### src/hdl/spq_pkg.sv
// Shared types and constants for the scale pitch quantizer.
// Holds the pipeline stage payload structs, opcode and register index codes.
// No dependencies.
package spq_pkg;

  localparam int UNITS_PER_VOLT = 1536;
  localparam int MAX_NOTES      = 16;
  localparam int PAIRS          = MAX_NOTES - 1;
  localparam int NOTE_W         = 16;
  localparam int IDX_W          = $clog2(MAX_NOTES);

  localparam logic signed [17:0] Q_MIN = -18'sd16384;
  localparam logic signed [17:0] Q_MAX = 18'sd18431;

  // Opcodes of an input request.
  localparam logic [1:0] OP_SAMPLE    = 2'd0;
  localparam logic [1:0] OP_GATE_RISE = 2'd1;
  localparam logic [1:0] OP_GATE_FALL = 2'd2;

  // Configuration register indexes.
  localparam logic [2:0] REG_HOLD_MODE    = 3'd0;
  localparam logic [2:0] REG_NOTE_COUNT   = 3'd1;
  localparam logic [2:0] REG_NOTES_LOW    = 3'd2;
  localparam logic [2:0] REG_NOTES_SECOND = 3'd3;
  localparam logic [2:0] REG_NOTES_THIRD  = 3'd4;
  localparam logic [2:0] REG_NOTES_HIGH   = 3'd5;

  typedef logic [MAX_NOTES-1:0][NOTE_W-1:0] spq_notes_t;

  // Fields that ride along the whole pipeline.
  typedef struct packed {
    logic               ch;
    logic               vu;
    logic               gl;
    logic               gu;
    logic               pass;
    logic signed [14:0] v;
    logic signed [4:0]  oct;
  } spq_ctl_t;

  typedef struct packed {
    spq_ctl_t    ctl;
    logic [10:0] frac;
  } spq_s1_t;

  typedef struct packed {
    spq_ctl_t         ctl;
    logic [PAIRS-1:0] brk;
    logic [PAIRS-1:0] hi_sel;
    logic             top_up;
    logic [IDX_W-1:0] top_idx;
  } spq_s2_t;

  typedef struct packed {
    spq_ctl_t          ctl;
    logic [NOTE_W-1:0] base;
  } spq_s3_t;

endpackage

### src/hdl/spq_split.sv
// First pipeline stage: decodes the request and splits the voltage into
// octave and fraction. Depends on spq_pkg.
module spq_split (
  input  logic               clk,
  input  logic               rst,
  input  logic               up_valid,
  output logic               up_ready,
  input  logic [1:0]         opcode,
  input  logic               channel,
  input  logic signed [14:0] input_voltage,
  input  logic               hold_mode,
  input  logic [4:0]         note_count,
  output logic               dn_valid,
  input  logic               dn_ready,
  output spq_pkg::spq_s1_t   dn_data
);
  import spq_pkg::*;

  logic               valid;
  spq_s1_t            data;
  spq_s1_t            data_next;
  logic               has_result;
  logic signed [5:0]  t;
  logic [6:0]         x;
  logic [14:0]        prod;
  logic signed [5:0]  oct6;
  logic signed [16:0] oct17;
  logic signed [16:0] rem;

  // floor(v / 1536) is floor(floor(v / 512) / 3); the divide by 3 of the
  // offset value (1..64) is a multiply by 171 / 512, exact over that range.
  always_comb begin
    t     = input_voltage[14:9];
    x     = 7'($signed({t[5], t}) + 7'sd33);
    prod  = 15'(x) * 15'd171;
    oct6  = $signed({1'b0, prod[13:9]}) - 6'sd11;
    oct17 = 17'(oct6);
    rem   = 17'(input_voltage) - (oct17 <<< 10) - (oct17 <<< 9);

    case (opcode)
      OP_SAMPLE:    has_result = !hold_mode;
      OP_GATE_RISE: has_result = hold_mode;
      OP_GATE_FALL: has_result = hold_mode;
      default:      has_result = 1'b0;
    endcase

    data_next.ctl.ch   = channel;
    data_next.ctl.vu   = (opcode == OP_SAMPLE) || (opcode == OP_GATE_RISE);
    data_next.ctl.gl   = (opcode == OP_GATE_RISE);
    data_next.ctl.gu   = (opcode == OP_GATE_RISE) || (opcode == OP_GATE_FALL);
    data_next.ctl.pass = (note_count == 5'd0);
    data_next.ctl.v    = input_voltage;
    data_next.ctl.oct  = oct6[4:0];
    data_next.frac     = rem[10:0];
  end

  assign up_ready = !valid || dn_ready;

  always_ff @(posedge clk) begin
    if (rst) begin
      valid <= 1'b0;
    end else if (up_ready) begin
      valid <= up_valid && has_result;
    end
  end

  always_ff @(posedge clk) begin
    if (up_ready) begin
      data <= data_next;
    end
  end

  assign dn_valid = valid;
  assign dn_data  = data;

endmodule

### src/hdl/spq_compare.sv
// Second pipeline stage: compares the fraction against every adjacent note
// pair and against the top note in parallel. Depends on spq_pkg.
module spq_compare (
  input  logic                clk,
  input  logic                rst,
  input  logic                up_valid,
  output logic                up_ready,
  input  spq_pkg::spq_s1_t    up_data,
  input  logic [4:0]          note_count,
  input  spq_pkg::spq_notes_t notes,
  output logic                dn_valid,
  input  logic                dn_ready,
  output spq_pkg::spq_s2_t    dn_data
);
  import spq_pkg::*;

  logic               valid;
  spq_s2_t            data;
  spq_s2_t            data_next;
  logic [4:0]         n;
  logic [4:0]         top_n;
  logic [NOTE_W-1:0]  frac16;
  logic [NOTE_W-1:0]  d_hi [PAIRS];
  logic [NOTE_W-1:0]  d_lo [PAIRS];
  logic [NOTE_W-1:0]  top_note;
  logic signed [17:0] up_d;
  logic signed [17:0] low_d;

  always_comb begin
    n      = (note_count > 5'(MAX_NOTES)) ? 5'(MAX_NOTES) : note_count;
    top_n  = n - 5'd1;
    frac16 = NOTE_W'(up_data.frac);

    for (int i = 0; i < PAIRS; i++) begin
      d_hi[i] = notes[i+1] - frac16;
      d_lo[i] = frac16 - notes[i];
      data_next.brk[i] = (5'(i + 1) < n) && (frac16 >= notes[i]) &&
                         (frac16 <= notes[i+1]);
      // Only meaningful when the pair brackets the fraction.
      data_next.hi_sel[i] = d_hi[i] < d_lo[i];
    end

    top_note = notes[top_n[IDX_W-1:0]];
    up_d     = 18'(UNITS_PER_VOLT) - 18'(up_data.frac);
    low_d    = 18'(up_data.frac) - $signed({2'b00, top_note});

    data_next.ctl     = up_data.ctl;
    data_next.top_up  = up_d < low_d;
    data_next.top_idx = top_n[IDX_W-1:0];
  end

  assign up_ready = !valid || dn_ready;

  always_ff @(posedge clk) begin
    if (rst) begin
      valid <= 1'b0;
    end else if (up_ready) begin
      valid <= up_valid;
    end
  end

  always_ff @(posedge clk) begin
    if (up_ready) begin
      data <= data_next;
    end
  end

  assign dn_valid = valid;
  assign dn_data  = data;

endmodule

### src/hdl/spq_select.sv
// Third pipeline stage: takes the first bracketing pair, or the top-note
// rule when none brackets, and picks the note. Depends on spq_pkg.
module spq_select (
  input  logic                clk,
  input  logic                rst,
  input  logic                up_valid,
  output logic                up_ready,
  input  spq_pkg::spq_s2_t    up_data,
  input  spq_pkg::spq_notes_t notes,
  output logic                dn_valid,
  input  logic                dn_ready,
  output spq_pkg::spq_s3_t    dn_data
);
  import spq_pkg::*;

  logic    valid;
  spq_s3_t data;
  spq_s3_t data_next;
  logic    found;

  always_comb begin
    found = 1'b0;
    // The next octave is the note just above the top one.
    if (up_data.top_up) begin
      data_next.base = NOTE_W'(UNITS_PER_VOLT);
    end else begin
      data_next.base = notes[up_data.top_idx];
    end
    for (int i = 0; i < PAIRS; i++) begin
      if (!found && up_data.brk[i]) begin
        found = 1'b1;
        data_next.base = up_data.hi_sel[i] ? notes[i+1] : notes[i];
      end
    end
    data_next.ctl = up_data.ctl;
  end

  assign up_ready = !valid || dn_ready;

  always_ff @(posedge clk) begin
    if (rst) begin
      valid <= 1'b0;
    end else if (up_ready) begin
      valid <= up_valid;
    end
  end

  always_ff @(posedge clk) begin
    if (up_ready) begin
      data <= data_next;
    end
  end

  assign dn_valid = valid;
  assign dn_data  = data;

endmodule

### src/hdl/spq_output.sv
// Last pipeline stage and output register: adds the octave back, saturates
// and formats the result fields. Depends on spq_pkg.
module spq_output (
  input  logic               clk,
  input  logic               rst,
  input  logic               up_valid,
  output logic               up_ready,
  input  spq_pkg::spq_s3_t   up_data,
  output logic               out_valid,
  input  logic               out_stall,
  output logic               out_channel,
  output logic signed [15:0] quantized_voltage,
  output logic               voltage_update,
  output logic               gate_level,
  output logic               gate_update
);
  import spq_pkg::*;

  logic               valid;
  logic signed [17:0] oct18;
  logic signed [17:0] sum;
  logic signed [17:0] sat;
  logic signed [15:0] q_next;

  always_comb begin
    oct18 = 18'(up_data.ctl.oct);
    if (up_data.ctl.pass) begin
      sum = 18'(up_data.ctl.v);
    end else begin
      sum = $signed({2'b00, up_data.base}) + (oct18 <<< 10) + (oct18 <<< 9);
    end
    if (sum < Q_MIN) begin
      sat = Q_MIN;
    end else if (sum > Q_MAX) begin
      sat = Q_MAX;
    end else begin
      sat = sum;
    end
    q_next = up_data.ctl.vu ? sat[15:0] : 16'sd0;
  end

  assign up_ready = !valid || !out_stall;

  always_ff @(posedge clk) begin
    if (rst) begin
      valid <= 1'b0;
    end else if (up_ready) begin
      valid <= up_valid;
    end
  end

  always_ff @(posedge clk) begin
    if (up_ready) begin
      out_channel       <= up_data.ctl.ch;
      quantized_voltage <= q_next;
      voltage_update    <= up_data.ctl.vu;
      gate_level        <= up_data.ctl.gl;
      gate_update       <= up_data.ctl.gu;
    end
  end

  assign out_valid = valid;

  a_fall_zero: assert property (@(posedge clk) disable iff (rst)
    out_valid && !voltage_update |-> quantized_voltage == 16'sd0 && gate_update)
    else $error("gate-only result carries a voltage");

  a_tick_shape: assert property (@(posedge clk) disable iff (rst)
    out_valid && !gate_update |-> voltage_update && !gate_level)
    else $error("sample result has gate fields set");

  a_range: assert property (@(posedge clk) disable iff (rst)
    out_valid |-> quantized_voltage >= -16'sd16384 && quantized_voltage <= 16'sd18431)
    else $error("quantized voltage outside the saturation range");

  a_level_rise: assert property (@(posedge clk) disable iff (rst)
    out_valid && gate_level |-> gate_update && voltage_update)
    else $error("gate high without a quantized voltage");

endmodule

### src/hdl/scale_pitch_quantizer.sv
// Top level of the two-channel scale pitch quantizer: configuration
// registers and the four-stage pipeline. Depends on spq_pkg and the spq_* stages.
//
//  channel   handshake              payload
//  -------   ---------------------  ---------------------------------------------
//  input     in_valid / in_stall    opcode, channel, input_voltage
//  output    out_valid / out_stall  out_channel, quantized_voltage, voltage_update,
//                                   gate_level, gate_update
//  config    cfg_write              cfg_index, cfg_data
//
// The accepting edge loads the first of four register stages: split into octave
// and fraction, parallel note compares, note pick, add and saturate into the
// output register. A new request is taken every cycle unless an output stall
// has backed up to the first stage. Requests that give no result are dropped
// in the first stage. Reset clears all configuration and the stage valid bits.
// A stall on the output backs up stage by stage, so the pipeline keeps up to
// four requests.
module scale_pitch_quantizer (
  input  logic               clk,
  input  logic               rst,
  input  logic               in_valid,
  output logic               in_stall,
  input  logic [1:0]         opcode,
  input  logic               channel,
  input  logic signed [14:0] input_voltage,
  output logic               out_valid,
  input  logic               out_stall,
  output logic               out_channel,
  output logic signed [15:0] quantized_voltage,
  output logic               voltage_update,
  output logic               gate_level,
  output logic               gate_update,
  input  logic               cfg_write,
  input  logic [2:0]         cfg_index,
  input  logic [63:0]        cfg_data
);
  import spq_pkg::*;

  logic       hold_mode;
  logic [4:0] note_count;
  spq_notes_t notes;

  logic    s1_valid, s2_valid, s3_valid;
  logic    in_ready, s1_ready, s2_ready, s3_ready;
  spq_s1_t s1_data;
  spq_s2_t s2_data;
  spq_s3_t s3_data;

  always_ff @(posedge clk) begin
    if (rst) begin
      hold_mode  <= 1'b0;
      note_count <= 5'd0;
      notes      <= '0;
    end else if (cfg_write) begin
      unique case (cfg_index)
        REG_HOLD_MODE:    hold_mode     <= cfg_data[0];
        REG_NOTE_COUNT:   note_count    <= cfg_data[4:0];
        REG_NOTES_LOW:    notes[3:0]    <= cfg_data;
        REG_NOTES_SECOND: notes[7:4]    <= cfg_data;
        REG_NOTES_THIRD:  notes[11:8]   <= cfg_data;
        REG_NOTES_HIGH:   notes[15:12]  <= cfg_data;
        default: ;
      endcase
    end
  end

  spq_split u_split (
    .clk           (clk),
    .rst           (rst),
    .up_valid      (in_valid),
    .up_ready      (in_ready),
    .opcode        (opcode),
    .channel       (channel),
    .input_voltage (input_voltage),
    .hold_mode     (hold_mode),
    .note_count    (note_count),
    .dn_valid      (s1_valid),
    .dn_ready      (s1_ready),
    .dn_data       (s1_data)
  );

  spq_compare u_compare (
    .clk        (clk),
    .rst        (rst),
    .up_valid   (s1_valid),
    .up_ready   (s1_ready),
    .up_data    (s1_data),
    .note_count (note_count),
    .notes      (notes),
    .dn_valid   (s2_valid),
    .dn_ready   (s2_ready),
    .dn_data    (s2_data)
  );

  spq_select u_select (
    .clk      (clk),
    .rst      (rst),
    .up_valid (s2_valid),
    .up_ready (s2_ready),
    .up_data  (s2_data),
    .notes    (notes),
    .dn_valid (s3_valid),
    .dn_ready (s3_ready),
    .dn_data  (s3_data)
  );

  spq_output u_output (
    .clk               (clk),
    .rst               (rst),
    .up_valid          (s3_valid),
    .up_ready          (s3_ready),
    .up_data           (s3_data),
    .out_valid         (out_valid),
    .out_stall         (out_stall),
    .out_channel       (out_channel),
    .quantized_voltage (quantized_voltage),
    .voltage_update    (voltage_update),
    .gate_level        (gate_level),
    .gate_update       (gate_update)
  );

  assign in_stall = !in_ready;

endmodule

### config.mk
export PLATFORM = sky130hd
export DESIGN_NAME = scale_pitch_quantizer
export DESIGN_NICKNAME = d
export VERILOG_FILES = /design/src/hdl/spq_pkg.sv /design/src/hdl/spq_split.sv /design/src/hdl/spq_compare.sv /design/src/hdl/spq_select.sv /design/src/hdl/spq_output.sv /design/src/hdl/scale_pitch_quantizer.sv
export SDC_FILE = /design/constraint.sdc
export NUM_CORES = 2
export LEC_CHECK = 0
export BUFFER_PORTS_ARGS = -buffer_cell sky130_fd_sc_hd__buf_2
export CORE_UTILIZATION = 30
export DETAILED_ROUTE_END_ITERATION = 7
export GPL_TIMING_DRIVEN = 0
export HOLD_SLACK_MARGIN = 0.08
export MAX_ROUTING_LAYER = met4
export RECOVER_POWER = 50
export SETUP_SLACK_MARGIN = 0.2
export SYNTH_ARGS = -nofsm -noshare
export SYNTH_HDL_FRONTEND = slang
export SYNTH_SLANG_ARGS = --single-unit
### constraint.sdc
create_clock -name clk -period 8.55 [get_ports clk]
set_input_delay 0.855 -clock clk [delete_from_list [all_inputs] [get_ports clk]]
set_output_delay 0.855 -clock clk [all_outputs]
set_load 0.1 [all_outputs]
==> Word level (Yosys, flattened, before mapping) <==
Index checks and enable logic that the tools add are counted.
{ "op_classes": {"add_sub_neg": 39, "n_mul": 1, "n_lt_le_gt_ge": 66, "n_eq_ne": 7, "mux": 54, "bitwise_logic": 1, "reduce_logical": 84} }
{ "op_table": {"columns": ["op", "n"], "rows": [
  ["16-bit two-way mux", 35],
  ["11-bit by 16-bit >= comparator with 1-bit output", 15],
  ["11-bit by 16-bit less-or-equal comparator with 1-bit output", 15],
  ["16-bit < comparator", 15],
  ["11-bit by 16-bit subtractor with 16-bit output", 15],
  ["16-bit by 11-bit subtractor with 16-bit output", 15],
  ["16-bit binary-select mux with 4-bit select", 2],
  ["1-bit logical AND", 45],
  ["4-bit by 5-bit < comparator with 1-bit output, first input constant", 8],
  ["11-bit subtractor", 2],
  ["1-bit zero test", 21],
  ["3-bit by 5-bit < comparator with 1-bit output, first input constant", 4],
  ["17-bit by 15-bit adder with 18-bit output", 1],
  ["18-bit by 14-bit adder with 18-bit output", 1],
  ["18-bit by 16-bit greater-than comparator with 1-bit output, second input constant", 1],
  ["18-bit by 15-bit < comparator with 1-bit output, second input constant", 1],
  ["18-bit < comparator", 1],
  ["18-bit two-way mux", 1],
  ["11-bit by 16-bit subtractor with 17-bit output", 1],
  ["7-bit by 8-bit multiplier with 14-bit output, second input constant", 1],
  ["1-bit two-way mux", 14],
  ["2-bit AND reduction", 6],
  ["11-bit by 11-bit subtractor with 12-bit output, first input constant", 1],
  ["2-bit by 5-bit < comparator with 1-bit output, first input constant", 2],
  ["other kinds (20)", 29]
]} }
{ "totals": {"regBits": 423, "inputBits": 90, "out_inout_bits": 22, "elab_cells": 308} }

==> Longest topological paths before layout <==
{ "depth": {"word_depth": 43, "ltp_mapped": 32} }

==> By module <==
From an unflattened synthesis, not the netlist that was laid out.
{ "unflattened": {"cells_unflattened": 5637, "hier_area_um2": 50178.1} }
{ "by_module_without_submodules": {"columns": ["module", "n_inst", "cells_per_inst", "area_per_inst_um2"], "rows": [
  ["spq_compare", 1, 3559, 27550.2],
  ["scale_pitch_quantizer", 1, 924, 10431.3],
  ["spq_select", 1, 837, 8289.2],
  ["spq_split", 1, 202, 2439.8],
  ["spq_output", 1, 115, 1467.7]
]} }

==> Least setup slack after synthesis <==
No wires, ideal clock.
{ "synth_path": {"kind": "flip-flop to flip-flop", "start": "reg note_count[0]", "end": "reg u_compare.data, in the netlist u_compare.dn_data[4], data pin", "setup_time_ns": 0.131, "arrival_ns": 6.273, "path_slack_ns": 2.146, "stages_incl_launch_ff": 31, "n_path_buf": 6, "synth_period_minus_slack_ns": 6.404, "cell_sequence": "dfxtp_1 > nor2b_1 > buf_2 > inv_1 > ha_1 > clkbuf_1 > buf_2 > buf_1 > clkbuf_1 > clkbuf_1 > mux4_2 > o211ai_1 > o21ai_0 > fa_1 > a21o_1 > a21oi_1 > nor2b_1 > o21a_1 > o41a_1 > a21o_1 > a21oi_1 > xor2_1 > ha_1 > a21o_1 > a21o_1 > a21oi_1 > nor2b_1 > o21ai_0 > nand3_1 > o21ai_0 > o31a_1"} }
{ "synth_lines": {"columns": ["element", "line_no", "text"], "rows": [
  ["start: declaration", "scale_pitch_quantizer.sv:40", "logic [4:0] note_count;"],
  ["start signal: assignment", "scale_pitch_quantizer.sv:57", "REG_NOTE_COUNT: note_count <= cfg_data[4:0];"],
  ["end signal: assignment", "spq_compare.sv:64", "data <= data_next;"],
  ["end: declaration", "spq_compare.sv:18", "spq_s2_t data;"]
]} }

==> flow_metrics.env <==
export IMPL_status="complete, but fails checks"
export IMPL_violations="max-capacitance violations, max-slew violations"
export IMPL_htree_levels=2
export IMPL_hold_path_class="in2reg"
export IMPL_maxCapViolCount=5
export IMPL_grt_usage_pct=31.67
export IMPL_nFillCells=16719
export IMPL_top_usage_layer="met2"
export IMPL_fmax_ghz=0.1253
export IMPL_worstPathRequired_ns=9.04
export IMPL_synth_cells=5916
export IMPL_synthTopCellsByArea="ha_1 16%, dfxtp_1 11%, edfxtp_1 9.6%"
export IMPL_core_rowCount=146
export IMPL_worst_r2r_endpoint="u_compare.dn_data[4]"
export IMPL_start_util_pct=30.36
export IMPL_crit_path_end="u_compare.dn_data[4]"
export IMPL_dieArea_mm2=0.1624
export IMPL_r2r_start="note_count[0]"
export IMPL_clock_latency_ns=0.66
export IMPL_async_flop_share_pct=0
export IMPL_drt_iter0_drc=6316
export IMPL_clock_sinks=421
export IMPL_portBuffers=109
export IMPL_clk_pin_slew_ns=0.07
export IMPL_synth_main_ff_cell="dfxtp_1"
export IMPL_ir_drop_uv=160.2
export IMPL_via_per_inst=5.893
export IMPL_area_growth_pct=12.06
export IMPL_worstMarginPinSlew_ns=3.721
export IMPL_slew_headroom_pct=-148.1
export IMPL_cp_common_cell="o21ai_0"
export IMPL_ys_warnings_count=0
export IMPL_cp_max_fo=19
export IMPL_yosys_top_cells_count="792 x nand2_1, 639 x a21oi_1, 633 x ha_1"
export IMPL_skew_ns=0.03169
export IMPL_synth_top_area_share_pct=16.42
export IMPL_dp_hpwl_mm=205.7
export IMPL_finalSetupViolCount=0
export IMPL_crit_start="note_count[0]"
export IMPL_yosysMostFrequentCell="nand2_1"
export IMPL_grt_met2_usage_pct=44.01
export IMPL_fin_area_mm2=0.05406
export IMPL_p_per_area_mw_per_mm2=209.4
export IMPL_hold_viol=0
export IMPL_period_share_pct=93.37
export IMPL_postSynthAreaPerCell_um2=8.155
export IMPL_cts_root_buf="clkbuf_16"
export IMPL_grt_pass1_wl_mm=352.0
export IMPL_gr_usage_met3_pct=8.434
export IMPL_grt_met1_usage_pct=41.54
export IMPL_critical_path_max_stage_delay_ns=0.55
export IMPL_multi_input_comb_area_mm2=0.03521
export IMPL_synth_enable_flop_cells=155
export IMPL_die_x_um=403.0
export IMPL_synth_cell_area_mm2=0.04825
export IMPL_register_area_mm2=0.009981
export IMPL_drive_gt1_share_pct=7.705
export IMPL_leakage_nw=21.90
export IMPL_rsz0062_at_grt="no"
export IMPL_wl_mm=258.4
export IMPL_yosysUniqueCellTypes=87
export IMPL_core_area_mm2=0.1589
export IMPL_ios=112
export IMPL_ys_ff_latch=421
export IMPL_grt_pass1_vias=44829
export IMPL_cts_made_buffers=50
export IMPL_fin_setup_tns_ns=0
export IMPL_synth_top_cell_by_area="ha_1"
export IMPL_fin_nets=6879
export IMPL_vias=48647
export IMPL_rrSetupSlack_ns=0.57
export IMPL_whs_ns=0.3765
export IMPL_post_dp_cell_area_mm2=0.05229
export IMPL_critPathSlowestCell="dfxtp_2"
export IMPL_drt_first_pass_iters=6
export IMPL_drc=0
export IMPL_ant_nets=0
export IMPL_routedWlPerCell_um=31.31
export IMPL_gp_congestion=1.067
export IMPL_ys_seq_area_share_pct=20.68
export IMPL_cts_tree="yes"
export IMPL_crit_type="reg2reg"
export IMPL_finalMaxSlewViolations=106
export IMPL_cp_arrival_ns=8.47
export IMPL_die_y_um=403.0
export IMPL_post_route_min_period_ns=7.983
export IMPL_cts_buffer_depth=3
export IMPL_grt_max_degree=42
export IMPL_antenna_found_initial=29
export IMPL_final_util_pct=34.02
export IMPL_cp_start_kind="flop"
export IMPL_post_cts_buffers=0
export IMPL_syn_nets=6684
export IMPL_r2r_cells=28
export IMPL_end_kind="flop"
export IMPL_grt_overflow=0
[cell families (layout without fill, tap and decap cells)]
family / after synthesis / count (layout) / share of synthesized area [%]
adder cells (fa/ha/maj): 678 / 678 / 18.28
other: 0 / 31 / 0
XOR/XNOR: 413 / 413 / 7.497
flip-flops: 421 / 421 / 20.68
AND/OR/NAND/NOR: 1621 / 1621 / 15.29
buffers and inverters: 795 / 1031 / 6.333
AO/OA/AOI/OAI: 1622 / 1622 / 20.95
multiplexers: 366 / 366 / 10.96
[flip-flops by register name, summed over array words and instances, names as in the netlist]
name and count:
u_output.out_valid 1, u_output.voltage_update 1, u_output.out_channel 1, u_output.gate_level 1, note_count 5, u_select.dn_data 41, u_output.gate_update 1, u_compare.dn_data 60
hold_mode 1, u_split.dn_data 34, notes 256, u_split.dn_valid 1, u_output.quantized_voltage 16, u_select.dn_valid 1, u_compare.dn_valid 1
[where the power goes]
part	total [mW]	leakage (nW)	internal (mW)	switching, mW
logic	6.42	17.2	2.45	3.97
registers	2.52	3.86	2.32	0.200
clock network	2.38	0.852	1.33	1.05
[cell type report]
cell class,count,area share (%)
Multi-Input combinational cell,4700,65.13
Buffer,376,2.763
Inverter,418,2.909
Sequential cell,421,18.46
Timing Repair Buffer,144,2.518
Tap cell,2072,4.795
Clock buffer,64,2.643
Clock inverter,29,0.6364
Antenna cell,31,0.1435
[worst max-delay path: cells and delay by family (launching register included)]
| kind | cells | cell delay [ns] |
|---|---|---|
| compound gates | 12 | 2.51 |
| simple gates | 5 | 0.51 |
| xor+xnor | 1 | 0.21 |
| fa+ha+maj | 3 | 1.18 |
| flops | 1 | 0.55 |
| mux | 1 | 0.50 |
| buf+inv | 6 | 2.30 |
[metal layers]
layer / vias to the layer above / routed length [um]
li1: 21430 / -
met1: 23786 / 107700
met2: 2866 / 105500
met3: 565 / 30110
met4: 0 / 15170
met5: - / 0
[how the worst min path moves through the flow]
stage	start	end	slack, ns	depth (start not counted)
after floorplan	u_split.dn_data[11]	u_compare.dn_data[35]	0.40	0
after global placement	u_split.dn_data[29]	u_compare.dn_data[53]	0.40	0
after detailed placement	u_split.dn_data[14]	u_compare.dn_data[38]	0.40	0
after CTS	channel	u_split.dn_data[35]	0.36	1
after global routing	channel	u_split.dn_data[35]	0.36	1
final	channel	u_split.dn_data[35]	0.38	1
[cell usage in the layout (no fill, tap or decap), drive strengths merged, types with 38 or more instances in the layout]
master,instances
o21bai,65
inv,422
mux2i,219
buf,191
nand2b,59
nand3,57
fa,45
clkbuf,393
o21ai,296
mux4,128
nand4,50
a21oi,639
edfxtp,155
ha,633
xnor2,279
nor3,96
nor2,290
dfxtp,266
a21boi,40
nor2b,83
nand2,794
xor2,134
a21o,174
a211oi,57
o211ai,38
[per-stage QoR]
stage / power (mW) / instances / worst slack [ns]
2_1_floorplan: 6.824 / 5916 / 2.146
3_3_place_gp: 8.580 / 8097 / -1.081
3_5_place_dp: 8.813 / 8131 / -1.111
4_1_cts: 11.19 / 8223 / 0.2579
5_1_grt: 11.99 / 8249 / 0.2319
6_report: 11.32 / 8255 / 0.5670
[repair_timing]
item                       in CTS  in global routing
resized for setup               5                  6
setup endpoints to repair       1                  1
hold buffers                    0                  0
pin swaps                       0                  0
No activity file was read; power rests on OpenSTA's default activity.
